--- config.mk ---
export PLATFORM = sky130hd
export DESIGN_NAME = ethernet_header_field_extractor_top
export DESIGN_NICKNAME = d
export VERILOG_FILES = /design/src/hdl/hef_pkg.sv /design/src/hdl/ethernet_header_field_extractor_top.sv /design/src/hdl/hef_frame_state.sv /design/src/hdl/hef_record.sv
export SDC_FILE = /design/constraint.sdc
export NUM_CORES = 1
export LEC_CHECK = 0
export BUFFER_PORTS_ARGS = -buffer_cell sky130_fd_sc_hd__buf_4
export CAP_MARGIN = 20
export CORE_UTILIZATION = 53
export CTS_CLUSTER_DIAMETER = 40
export CTS_CLUSTER_SIZE = 40
export DETAILED_ROUTE_END_ITERATION = 16
export PLACE_DENSITY = 0.73
export SLEW_MARGIN = 25
export SYNTH_ARGS = -nofsm -noshare
export SYNTH_HDL_FRONTEND = slang
export SYNTH_SLANG_ARGS = --single-unit
--- constraint.sdc ---
create_clock -name i_clk -period 6.3 [get_ports i_clk]
set_input_delay 1.26 -clock i_clk [delete_from_list [all_inputs] [get_ports i_clk]]
set_output_delay 1.26 -clock i_clk [all_outputs]
set_load 0.01 [all_outputs]
--- src/hdl/hef_pkg.sv ---
// Shared types and constants for the Ethernet header field extractor.
package hef_pkg;

    localparam logic [15:0] ETYPE_IPV4   = 16'h0800;
    localparam logic [15:0] ETYPE_ARP    = 16'h0806;
    localparam logic [7:0]  PROTO_TCP    = 8'd6;
    localparam logic [7:0]  PROTO_UDP    = 8'd17;
    localparam logic [15:0] ETH_HDR_LEN  = 16'd14;
    localparam logic [15:0] IPV4_MIN_END = 16'd34;
    localparam logic [15:0] TCP_HDR_LEN  = 16'd20;
    localparam logic [15:0] UDP_HDR_LEN  = 16'd8;
    localparam logic [15:0] POS_MAX      = 16'hFFFF;

    localparam logic [2:0] CLS_OTHER = 3'd0;
    localparam logic [2:0] CLS_ARP   = 3'd1;
    localparam logic [2:0] CLS_IPV4  = 3'd2;
    localparam logic [2:0] CLS_TCP   = 3'd3;
    localparam logic [2:0] CLS_UDP   = 3'd4;

    typedef struct packed {
        logic [15:0] position;
        logic [47:0] dst_mac;
        logic [47:0] src_mac;
        logic [15:0] eth_type;
        logic [3:0]  header_words;
        logic [7:0]  ip_protocol;
        logic [31:0] addr0;
        logic [31:0] addr1;
        logic [15:0] port0;
        logic [15:0] port1;
    } t_frame_fields;

endpackage

--- src/hdl/ethernet_header_field_extractor_top.sv ---
// Top level of the Ethernet header field extractor.
// A final byte is held in the input register, then loads the result register.
// Throughput: one frame byte per cycle; the input register stalls only when a
// final byte meets a result register still held by the consumer.
// Reset: synchronous active-low i_rst_n empties both registers and clears the
// byte counter and all captured header fields.
module ethernet_header_field_extractor_top (
    input  logic        i_clk,
    input  logic        i_rst_n,
    input  logic        i_valid,
    output logic        o_ready,
    input  logic [7:0]  i_frame_byte,
    input  logic        i_last_byte,
    output logic        o_valid,
    input  logic        i_ready,
    output logic [47:0] o_dst_mac,
    output logic [47:0] o_src_mac,
    output logic [15:0] o_eth_type,
    output logic [2:0]  o_protocol_class,
    output logic [31:0] o_src_ip,
    output logic [31:0] o_dest_ip,
    output logic [15:0] o_src_port,
    output logic [15:0] o_dst_port,
    output logic        o_ports_valid,
    output logic [15:0] o_frame_bytes,
    output logic        o_parse_ok
);

    logic                   r_in_valid;
    logic [7:0]             r_byte;
    logic                   r_last;
    logic                   out_free;
    logic                   advance;
    hef_pkg::t_frame_fields fields;

    // advance the held byte unless it ends a frame and the result slot is busy
    assign advance = r_in_valid && (!r_last || out_free);
    assign o_ready = !r_in_valid || advance;

    always_ff @(posedge i_clk) begin
        if (!i_rst_n) begin
            r_in_valid <= 1'b0;
        end else if (o_ready) begin
            r_in_valid <= i_valid;
        end
    end

    always_ff @(posedge i_clk) begin
        if (o_ready && i_valid) begin
            r_byte <= i_frame_byte;
            r_last <= i_last_byte;
        end
    end

    hef_frame_state u_frame (
        .i_clk    (i_clk),
        .i_rst_n  (i_rst_n),
        .i_take   (advance),
        .i_last   (r_last),
        .i_byte   (r_byte),
        .o_fields (fields)
    );

    hef_record u_record (
        .i_clk            (i_clk),
        .i_rst_n          (i_rst_n),
        .i_load           (advance && r_last),
        .i_fields         (fields),
        .i_ready          (i_ready),
        .o_free           (out_free),
        .o_valid          (o_valid),
        .o_dst_mac        (o_dst_mac),
        .o_src_mac        (o_src_mac),
        .o_eth_type       (o_eth_type),
        .o_protocol_class (o_protocol_class),
        .o_src_ip         (o_src_ip),
        .o_dest_ip        (o_dest_ip),
        .o_src_port       (o_src_port),
        .o_dst_port       (o_dst_port),
        .o_ports_valid    (o_ports_valid),
        .o_frame_bytes    (o_frame_bytes),
        .o_parse_ok       (o_parse_ok)
    );

endmodule

--- src/hdl/hef_frame_state.sv ---
// Per-frame field capture: byte counter and header field registers.
module hef_frame_state (
    input  logic                  i_clk,
    input  logic                  i_rst_n,
    input  logic                  i_take,
    input  logic                  i_last,
    input  logic [7:0]            i_byte,
    output hef_pkg::t_frame_fields o_fields
);

    hef_pkg::t_frame_fields r_frame;
    hef_pkg::t_frame_fields n_frame;

    always_comb begin
        logic [15:0] pos;
        logic [3:0]  hw_eff;
        logic [6:0]  l4;
        logic [15:0] l4_off;
        pos     = r_frame.position;
        n_frame = r_frame;
        n_frame.position = (pos == hef_pkg::POS_MAX) ? pos : pos + 16'd1;

        for (int i = 0; i < 6; i++) begin
            if (pos == 16'(i)) n_frame.dst_mac[8*(5-i) +: 8] = i_byte;
            if (pos == 16'(i + 6)) n_frame.src_mac[8*(5-i) +: 8] = i_byte;
        end
        if (pos == 16'd12) n_frame.eth_type[15:8] = i_byte;
        if (pos == 16'd13) n_frame.eth_type[7:0] = i_byte;

        hw_eff = (pos == hef_pkg::ETH_HDR_LEN) ? i_byte[3:0] : r_frame.header_words;
        l4     = 7'd14 + {1'b0, hw_eff, 2'b00};
        l4_off = pos - {9'd0, l4};

        if (r_frame.eth_type == hef_pkg::ETYPE_ARP && pos >= hef_pkg::ETH_HDR_LEN) begin
            for (int i = 0; i < 4; i++) begin
                if (pos == 16'(28 + i)) n_frame.addr0[8*(3-i) +: 8] = i_byte;
                if (pos == 16'(38 + i)) n_frame.addr1[8*(3-i) +: 8] = i_byte;
            end
        end else if (r_frame.eth_type == hef_pkg::ETYPE_IPV4
                     && pos >= hef_pkg::ETH_HDR_LEN) begin
            n_frame.header_words = hw_eff;
            if (pos == 16'd23) n_frame.ip_protocol = i_byte;
            for (int i = 0; i < 4; i++) begin
                if (pos == 16'(26 + i)) n_frame.addr0[8*(3-i) +: 8] = i_byte;
                if (pos == 16'(30 + i)) n_frame.addr1[8*(3-i) +: 8] = i_byte;
            end
            // first four bytes of the L4 header hold the two ports
            if (pos >= {9'd0, l4} && l4_off < 16'd4) begin
                unique case (l4_off[1:0])
                    2'd0: n_frame.port0[15:8] = i_byte;
                    2'd1: n_frame.port0[7:0]  = i_byte;
                    2'd2: n_frame.port1[15:8] = i_byte;
                    2'd3: n_frame.port1[7:0]  = i_byte;
                    default: n_frame.port1[7:0] = i_byte;
                endcase
            end
        end
    end

    always_ff @(posedge i_clk) begin
        if (!i_rst_n || (i_take && i_last)) begin
            r_frame <= '0;
        end else if (i_take) begin
            r_frame <= n_frame;
        end
    end

    assign o_fields = n_frame;

endmodule

--- src/hdl/hef_record.sv ---
// Frame classification and the result register with its handshake.
module hef_record (
    input  logic                   i_clk,
    input  logic                   i_rst_n,
    input  logic                   i_load,
    input  hef_pkg::t_frame_fields i_fields,
    input  logic                   i_ready,
    output logic                   o_free,
    output logic                   o_valid,
    output logic [47:0]            o_dst_mac,
    output logic [47:0]            o_src_mac,
    output logic [15:0]            o_eth_type,
    output logic [2:0]             o_protocol_class,
    output logic [31:0]            o_src_ip,
    output logic [31:0]            o_dest_ip,
    output logic [15:0]            o_src_port,
    output logic [15:0]            o_dst_port,
    output logic                   o_ports_valid,
    output logic [15:0]            o_frame_bytes,
    output logic                   o_parse_ok
);

    logic        r_valid;
    logic [2:0]  n_cls;
    logic [31:0] n_sip;
    logic [31:0] n_dip;
    logic [15:0] n_sp;
    logic [15:0] n_dp;
    logic        n_pv;
    logic        n_ok;

    always_comb begin
        logic [15:0] plen;
        logic [15:0] hlen;
        plen  = i_fields.position - hef_pkg::ETH_HDR_LEN;
        hlen  = {10'd0, i_fields.header_words, 2'b00};
        n_cls = hef_pkg::CLS_OTHER;
        n_sip = '0;
        n_dip = '0;
        n_sp  = '0;
        n_dp  = '0;
        n_pv  = 1'b0;
        n_ok  = 1'b1;
        if (i_fields.eth_type == hef_pkg::ETYPE_ARP) begin
            n_cls = hef_pkg::CLS_ARP;
            n_sip = i_fields.addr0;
            n_dip = i_fields.addr1;
        end else if (i_fields.eth_type == hef_pkg::ETYPE_IPV4) begin
            n_cls = hef_pkg::CLS_IPV4;
            if (i_fields.position < hef_pkg::IPV4_MIN_END) begin
                n_ok = 1'b0;
            end else begin
                n_sip = i_fields.addr0;
                n_dip = i_fields.addr1;
                if (i_fields.ip_protocol == hef_pkg::PROTO_TCP) begin
                    n_cls = hef_pkg::CLS_TCP;
                    n_pv  = (plen >= hlen + hef_pkg::TCP_HDR_LEN);
                end else if (i_fields.ip_protocol == hef_pkg::PROTO_UDP) begin
                    n_cls = hef_pkg::CLS_UDP;
                    n_pv  = (plen >= hlen + hef_pkg::UDP_HDR_LEN);
                end
                if (n_pv) begin
                    n_sp = i_fields.port0;
                    n_dp = i_fields.port1;
                end
            end
        end
    end

    always_ff @(posedge i_clk) begin
        if (!i_rst_n) begin
            r_valid <= 1'b0;
        end else if (i_load) begin
            r_valid <= 1'b1;
        end else if (i_ready) begin
            r_valid <= 1'b0;
        end
    end

    always_ff @(posedge i_clk) begin
        if (i_load) begin
            o_dst_mac        <= i_fields.dst_mac;
            o_src_mac        <= i_fields.src_mac;
            o_eth_type       <= i_fields.eth_type;
            o_protocol_class <= n_cls;
            o_src_ip         <= n_sip;
            o_dest_ip        <= n_dip;
            o_src_port       <= n_sp;
            o_dst_port       <= n_dp;
            o_ports_valid    <= n_pv;
            o_frame_bytes    <= i_fields.position;
            o_parse_ok       <= n_ok;
        end
    end

    assign o_free  = !r_valid || i_ready;
    assign o_valid = r_valid;

endmodule

==> qor.yml, run 1 <==
clocking:
  cts_root_buf: "clkbuf_16"
  clk_latency_ns: 0.61
  htree_levels: 2
  cts_setup_buffers: 0
  cts_tree: "yes"
  postCtsHoldBufs: 0
  cts_buffer_depth: 3
  clk_pin_slew_ns: 0.07
  cts_num_sinks: 476
  numCtsBuffers: 54
  cts_resized: 0
detailed_routing:
  vias: 15100
  first_pass_iters: 6
  drc: 0
  first_iter_violations: 921
  routedWlPerCell_um: 19.6
  viasPerCell: 5.61
  ant_nets: 0
  routed_wl_um: 52900
placed_design:
  pre_cts_slack_ns: 0.550
  place.gp.congestion: 0.899
  place_area_um2: 23200
  io_buffers: 243
  hpwl_um: 33300
die:
  fp.dieW_um: 202
  die_height_um: 202
  die_area_um2: 40600
  io_pins: 244
  rows: 72
  initial_utilization_pct: 54.1
  core_area_um2: 39000
logic_synthesis:
  yosys.area_share.simple_pct: 15.5
  synth_compound_area_share_pct: 7.48
  synth_edf_count: 238
  synth_most_common_cell: "nand2_1"
  yosysWarningCount: 0
  ys_types: 70
  yosys-top-cells-count: "269 x nand2_1, 246 x nor2_1, 238 x dfxtp_1, 238 x edfxtp_1, 169 x mux2i_1"
  yosysSeqAreaShare_pct: 56.4
  synth_top_area_share_pct: 33.9
  syn-cell-area_um2: 21100
  synth_area_leaders: "edfxtp_1 34%, dfxtp_1 23%, mux2i_1 8.0%, mux2_2 6.1%, nand2_1 4.8%"
  synth_cells: 1949
  synthAdderAreaFrac_pct: 1.52
  synth_top_area_cell: "edfxtp_1"
  yosys.area_share.xor_xnor_pct: 1.08
  synth.area.mux_share_pct: 14.3
  ys_ff_latch: 476
  syn_nets: 1987
  synth_area_per_cell_um2: 10.8
  synth_top_family_by_area: "simple AND/OR/NAND/NOR gates"
  synth_ff_type: "edfxtp_1"
  async_flop_share_pct: 0
finish:
  layout-drive-gt1-share_pct: 25.9
  areaGrowthSynthToFinish_pct: 19.3
  antenna_cells: 0
  layout.nets: 2169
  fill_cells: 3048
  finalInstanceArea_um2: 25200
sta:
  final_max_slew_viol_count: 0
  relSlewSlack_pct: 30.0
  finClkSkew_ns: 0.0223
  setup_viol: 0
  finalHoldViolCount: 0
  setup_tns_ns: 0
  rsz0062_at_grt: "false"
  tightestPinTransition_ns: 1.05
  period_share_pct: 93.3
  final.setup.worst_slack_ns: 0.424
  period_needed_ns: 5.88
  max_freq_ghz: 0.170
setup_path:
  path_cells: "or4_1 > or4_1 > nor2_1 > and3_1 > mux2i_1 > inv_1 > fa_1 > xor2_1 > or4_1 > nor3_1 > o2111a_1 > nand2_1 > mux2i_1 > a21oi_2"
  crit_buf_inv: 1
  crit_type: "reg2reg"
  worstPathRequired_ns: 6.65
  critical_path.slowest_cell: "or4_1"
  worstSetupEndpointType: "flip-flop"
  start_kind: "flip-flop"
  crit_path_frequent_cell: "or4_1"
  critPathMaxFanout: 12
  crit_path_max_incr_delay_ns: 0.60
  path_delay_family: "simple AND/OR/NAND/NOR gates"
  cp.arrival_ns: 6.23
run_status:
  outcome: "completed"
pwr:
  ir_drop_v: 0.000244
  power.density_nw_per_um2: 281
  p_leak_nw: 9.92
  power_mw: 7.07
grt:
  grt_pass1_vias: 15000
  grt_start_max_net_pins: 95
  gr-total-overflow: 0
  grt_pass1_wl_um: 82500
  grtUsageTotal_pct: 25.8
  antenna_found_initial: 0
job:
  cap_violations: 0
worst_hold_path:
  worstHoldPathType: "reg2reg"
## worst paths after layout
| check | from | to | slack [ns] | depth (start not counted) |
|---|---|---|---|---|
| worst max-delay path | u_frame.r_frame[233] | u_record.o_dst_port[0] | 0.42 | 14 |
| worst min register to register | u_frame.r_frame[54] | u_frame.r_frame[54] | 0.45 | 2 |
| worst min-delay path | u_frame.r_frame[54] | u_frame.r_frame[54] | 0.45 | 2 |
| worst max register to register | u_frame.r_frame[233] | u_record.o_dst_port[0] | 0.42 | 14 |
## flip-flops by register name, summed over array words and instances (netlist names), 3 cells and up
register / count
u_frame.r_frame: 236
u_record.o_dst_mac: 48
u_record.o_src_mac: 48
u_record.o_dest_ip: 32
u_record.o_src_ip: 32
u_record.o_dst_port: 16
u_record.o_eth_type: 16
u_record.o_frame_bytes: 16
u_record.o_src_port: 16
r_byte: 8
u_record.o_protocol_class: 3
## kinds of logic (layout without fill, tap and decap cells)
group	after synthesis	in the layout
AND/OR/NAND/NOR	721	721
flip-flops	476	476
multiplexers	286	286
AO/OA/AOI/OAI	240	240
buffers and inverters	175	403
XOR/XNOR	26	26
adder cells (fa/ha/maj)	25	25
## power by group
group / total (mW) / internal [mW] / switching [mW] / leakage [nW]
clock network: 3.31 / 1.85 / 1.45 / 0.942
registers: 3.35 / 3.31 / 0.0406 / 4.28
logic: 0.412 / 0.140 / 0.272 / 4.70
total: 7.07 / 5.30 / 1.77 / 9.92
## cells in the final DEF, fill, tap and decap left out, types with 6 or more instances in the layout
cell type / n
a21oi_2: 29
nand4_1: 8
and4_1: 6
xor2_1: 12
nand3_1: 21
o2111a_1: 7
nor2_1: 246
a21oi_1: 137
and2_1: 12
inv_1: 25
buf_4: 270
edfxtp_1: 238
inv_8: 7
nor4_1: 23
dfxtp_1: 238
clkinv_8: 9
nor3_1: 61
inv_6: 14
nand2_1: 267
mux2_2: 115
mux2i_1: 169
o21ai_0: 16
or4_1: 7
ha_1: 24
or3_1: 11
nand2b_1: 11
xnor2_1: 14
and3_1: 8
or2_2: 7
a211oi_1: 12
clkbuf_16: 56
## worst register-to-register path: cells and delay by family (launching register included)
| kind | cells | cell delay (ns) |
|---|---|---|
| and+or+nand+nor | 7 | 3.02 |
| muxes | 2 | 0.84 |
| AOI/OAI and AO/OA | 2 | 0.58 |
| DFF | 1 | 0.44 |
| adders and majority gates | 1 | 0.43 |
| xor gates and xnor gates | 1 | 0.17 |
| buffers and inverters | 1 | 0.16 |
## metal layers
layer	up-vias	GRT usage, %	part of all wire [%]
met5	-	0	0
met4	0	8.17	2.1
met3	76	6.74	7.6
met2	462	42.6	48
met1	7347	32.9	43
li1	7236	-	-
## cell type report
class	instances	area (um2)	share of cell area, %
clock buffer	58	1420	5.63
clock inverter	44	529	2.10
inverter	26	101	0.402
multi-input combinational	1298	8460	33.6
sequential	476	11900	47.3
tap	518	648	2.57
timing repair buffer	275	2110	8.39
## per-stage QoR
step           util, %  hold WS (ns)  instances
2_1_floorplan        -         0.431       1949
3_3_place_gp      59.5         0.437       2591
3_5_place_dp      59.5         0.443       2593
4_1_cts           64.5         0.451       2695
5_1_grt           64.6         0.461       2695
6_report          64.6         0.451       2695
No activity file was read; power rests on OpenSTA's default activity.
==> run 2: changes to the inputs <==
--- a/config.mk
+++ b/config.mk
@@ -7,11 +7,11 @@
 export LEC_CHECK = 0
 export BUFFER_PORTS_ARGS = -buffer_cell sky130_fd_sc_hd__buf_4
 export CAP_MARGIN = 20
-export CORE_UTILIZATION = 53
+export CORE_UTILIZATION = 63
 export CTS_CLUSTER_DIAMETER = 40
 export CTS_CLUSTER_SIZE = 40
 export DETAILED_ROUTE_END_ITERATION = 16
-export PLACE_DENSITY = 0.73
+export PLACE_DENSITY = 0.82
 export SLEW_MARGIN = 25
 export SYNTH_ARGS = -nofsm -noshare
 export SYNTH_HDL_FRONTEND = slang
==> constraint.sdc (replaced) <==
create_clock -name i_clk -period 7.05 [get_ports i_clk]
set_input_delay 1.41 -clock i_clk [delete_from_list [all_inputs] [get_ports i_clk]]
set_output_delay 1.41 -clock i_clk [all_outputs]
set_load 0.01 [all_outputs]
==> qor.yml, run 2 (synthesis gave the netlist of run 1 again) <==
pwr:
  power.density_nw_per_um2: 238  # -15%
  p_clk_share_pct: 43.0  # -3.8 points
  seqPwrFrac_pct: 50.9  # +3.5 points
  p_sw_share_pct: 24.6  # -0.41 points
  p_leak_nw: 9.74  # -1.9%
  p_comb_share_pct: 6.1  # +0.3 points
  ir_drop_v: 0.000216  # -12%
  intPower_mw: 4.43  # -16%
  switchingPower_mw: 1.45  # -18%
setup_path:
  cp.arrival_ns: 6.08  # -0.15 ns
  critical_path.slowest_cell: "or4_1"
  crit_path_frequent_cell: "or4_1"
  crit_type: "reg2reg"
  rr_worst_depth: 14  # unchanged
  crit_path_max_incr_delay_ns: 0.60  # about the same
  worstPathRequired_ns: 7.34  # +0.69 ns
  start_kind: "flip-flop"
  critPathMaxFanout: 12  # unchanged
  worstSetupEndpointType: "flip-flop"
  path_depth: 14  # unchanged
  path_delay_family: "simple AND/OR/NAND/NOR gates"
  crit_buf_inv: 1  # unchanged
  path_cells: "or4_1 > or4_1 > nor2_1 > and3_1 > mux2i_1 > inv_1 > fa_1 > xor2_1 > or4_1 > nor3_1 > o2111a_1 > nand2_1 > mux2i_1 > a21oi_2"
die:
  die_height_um: 185  # -8.2%
  rows: 66  # -8.3%
  core_area_um2: 32800  # -16%
  io_pins: 244  # unchanged
  initial_utilization_pct: 64.4  # +10 points
  die_area_um2: 34200  # -16%
  fp.dieW_um: 185  # -8.2%
placed_design:
  hpwl_um: 31200  # -6.4%
  place.gp.congestion: 0.901  # +0.24%
  dp.cells: 2508  # -3.3%
  pre_cts_slack_ns: 1.36  # +0.811 ns
  io_buffers: 243  # unchanged
detailed_routing:
  routedWlPerCell_um: 19.2  # -2.0%
  routed_wl_um: 50000  # -5.5%
  drc: 0  # unchanged
  vias: 15200  # +0.28%
  first_iter_violations: 1442  # +57%
  first_pass_iters: 5  # -1
  ant_nets: 0  # unchanged
  viasPerCell: 5.84  # +4.1%
run_status:
  outcome: "completed"
finish:
  areaGrowthSynthToFinish_pct: 17.0
  antenna_cells: 0  # unchanged
  largest_reg_flops: 236  # unchanged
  final_common_cell: "nand2_1"
  layout_common_cells: "267 x nand2_1, 262 x buf_4, 246 x nor2_1"
  layout-drive-gt1-share_pct: 25.0  # -0.85 points
  layout.nets: 2154  # -0.69%
  reg_top3: "u_frame.r_frame (236), u_record.o_dst_mac (48), u_record.o_src_mac (48)"
  top_register: "u_frame.r_frame"
  fin_cells: 2597  # -3.6%
sta:
  rsz0062_at_grt: "false"
  period_share_pct: 82.1  # -11 points
  max_freq_ghz: 0.173  # +1.6%
  setup_viol: 0  # unchanged
  relSlewSlack_pct: 26.3  # -3.7 points
  finClkSkew_ns: 0.0193  # -0.00301 ns
  finalHoldViolCount: 0  # unchanged
  setup_tns_ns: 0  # unchanged
  final_max_slew_viol_count: 0  # unchanged
  tightestPinTransition_ns: 1.11  # +0.0555 ns
  final.setup.worst_slack_ns: 1.26  # +0.840 ns
  period_needed_ns: 5.79  # -0.0897 ns
  hold_ws_ns: 0.449  # -0.00194 ns
job:
  cap_violations: 0  # unchanged
grt:
  grtUsageTotal_pct: 29.2  # +3.4 points
  gr-total-overflow: 0  # unchanged
  antenna_found_initial: 0  # unchanged
  grt_pass1_wl_um: 78100  # -5.4%
  grt_start_max_net_pins: 157  # +65%
  grt_pass1_vias: 14400  # -3.9%
clocking:
  cts_buffer_depth: 3  # unchanged
  clk_pin_slew_ns: 0.07  # about the same
  cts_root_buf: "clkbuf_16"
  cts_resized: 0  # unchanged
  cts_tree: "yes"
  htree_levels: 2  # unchanged
  clk_latency_ns: 0.56  # -0.05 ns
  numCtsBuffers: 47  # -13%
  cts_setup_buffers: 0  # unchanged
  cts_num_sinks: 476  # unchanged
  postCtsHoldBufs: 0  # unchanged
worst_hold_path:
  worstHoldPathType: "reg2reg"
  whs_path_depth: 2  # unchanged
==> run 2: cell count changes in the layout (fill, tap and decap cells not counted), moves of 2 or more <==
cell,before,now
buf_4,270,262
clkbuf_16,56,49
bufinv_16,3,0
clkinv_8,9,6
inv_6,14,11
buf_12,4,2
clkinv_2,1,3
clkinv_4,5,3
==> run 2: area by class of cell <==
class | count | area, um2
clock buffer | 53 | 1260
timing repair buffer | 267 | 2050
clock inverter | 35 | 348
inverter | 26 | 105
sequential | 476 | 11900
multi-input combinational | 1298 | 8460
fill | 2140 | 8090
tap | 442 | 553
==> run 2: metal layers <==
layer | vias up | routed length (um) | GRT usage, %
met2 | 589 | 23700 | 46.9
met4 | 0 | 1340 | 9.16
met5 | - | 0 | 0
met1 | 7277 | 21000 | 39.4
met3 | 96 | 3960 | 6.43
li1 | 7201 | - | -
==> run 2: path summary, 6_finish.rpt <==
| check | start | slack [ns] | end |
|---|---|---|---|
| worst max register to register | u_frame.r_frame[233] | 1.26 | u_record.o_dst_port[4] |
| worst min register to register | u_frame.r_frame[91] | 0.45 | u_frame.r_frame[91] |
| worst max-delay path | u_frame.r_frame[233] | 1.26 | u_record.o_dst_port[4] |
| worst min-delay path | u_frame.r_frame[91] | 0.45 | u_frame.r_frame[91] |
==> run 2: tightest hold or removal path, cell delays in order (launching register included) <==
cell     delay, ns
dfxtp_1       0.31
nand2_1       0.05
a21oi_1       0.05
==> run 2: power groups by stage <==
stage / clock network [mW] / registers, mW / logic (mW)
after floorplan: 0 / 3.06 / 0.222
after global placement: 0 / 3.05 / 0.342
after detailed placement: 0 / 3.05 / 0.353
after CTS: 2.57 / 2.99 / 0.356
after global routing: 2.68 / 3.00 / 0.387
final: 2.53 / 2.99 / 0.357
==> run 2: metrics by stage <==
step | util, % | instance area, um2 | total power [mW]
3_5_place_dp | 70.3 | 23000 | 3.41
5_1_grt | 75.3 | 24700 | 6.07
2_1_floorplan | - | 21100 | 3.28
3_3_place_gp | 70.2 | 23000 | 3.40
6_report | 75.3 | 24700 | 5.88
4_1_cts | 75.2 | 24700 | 5.91
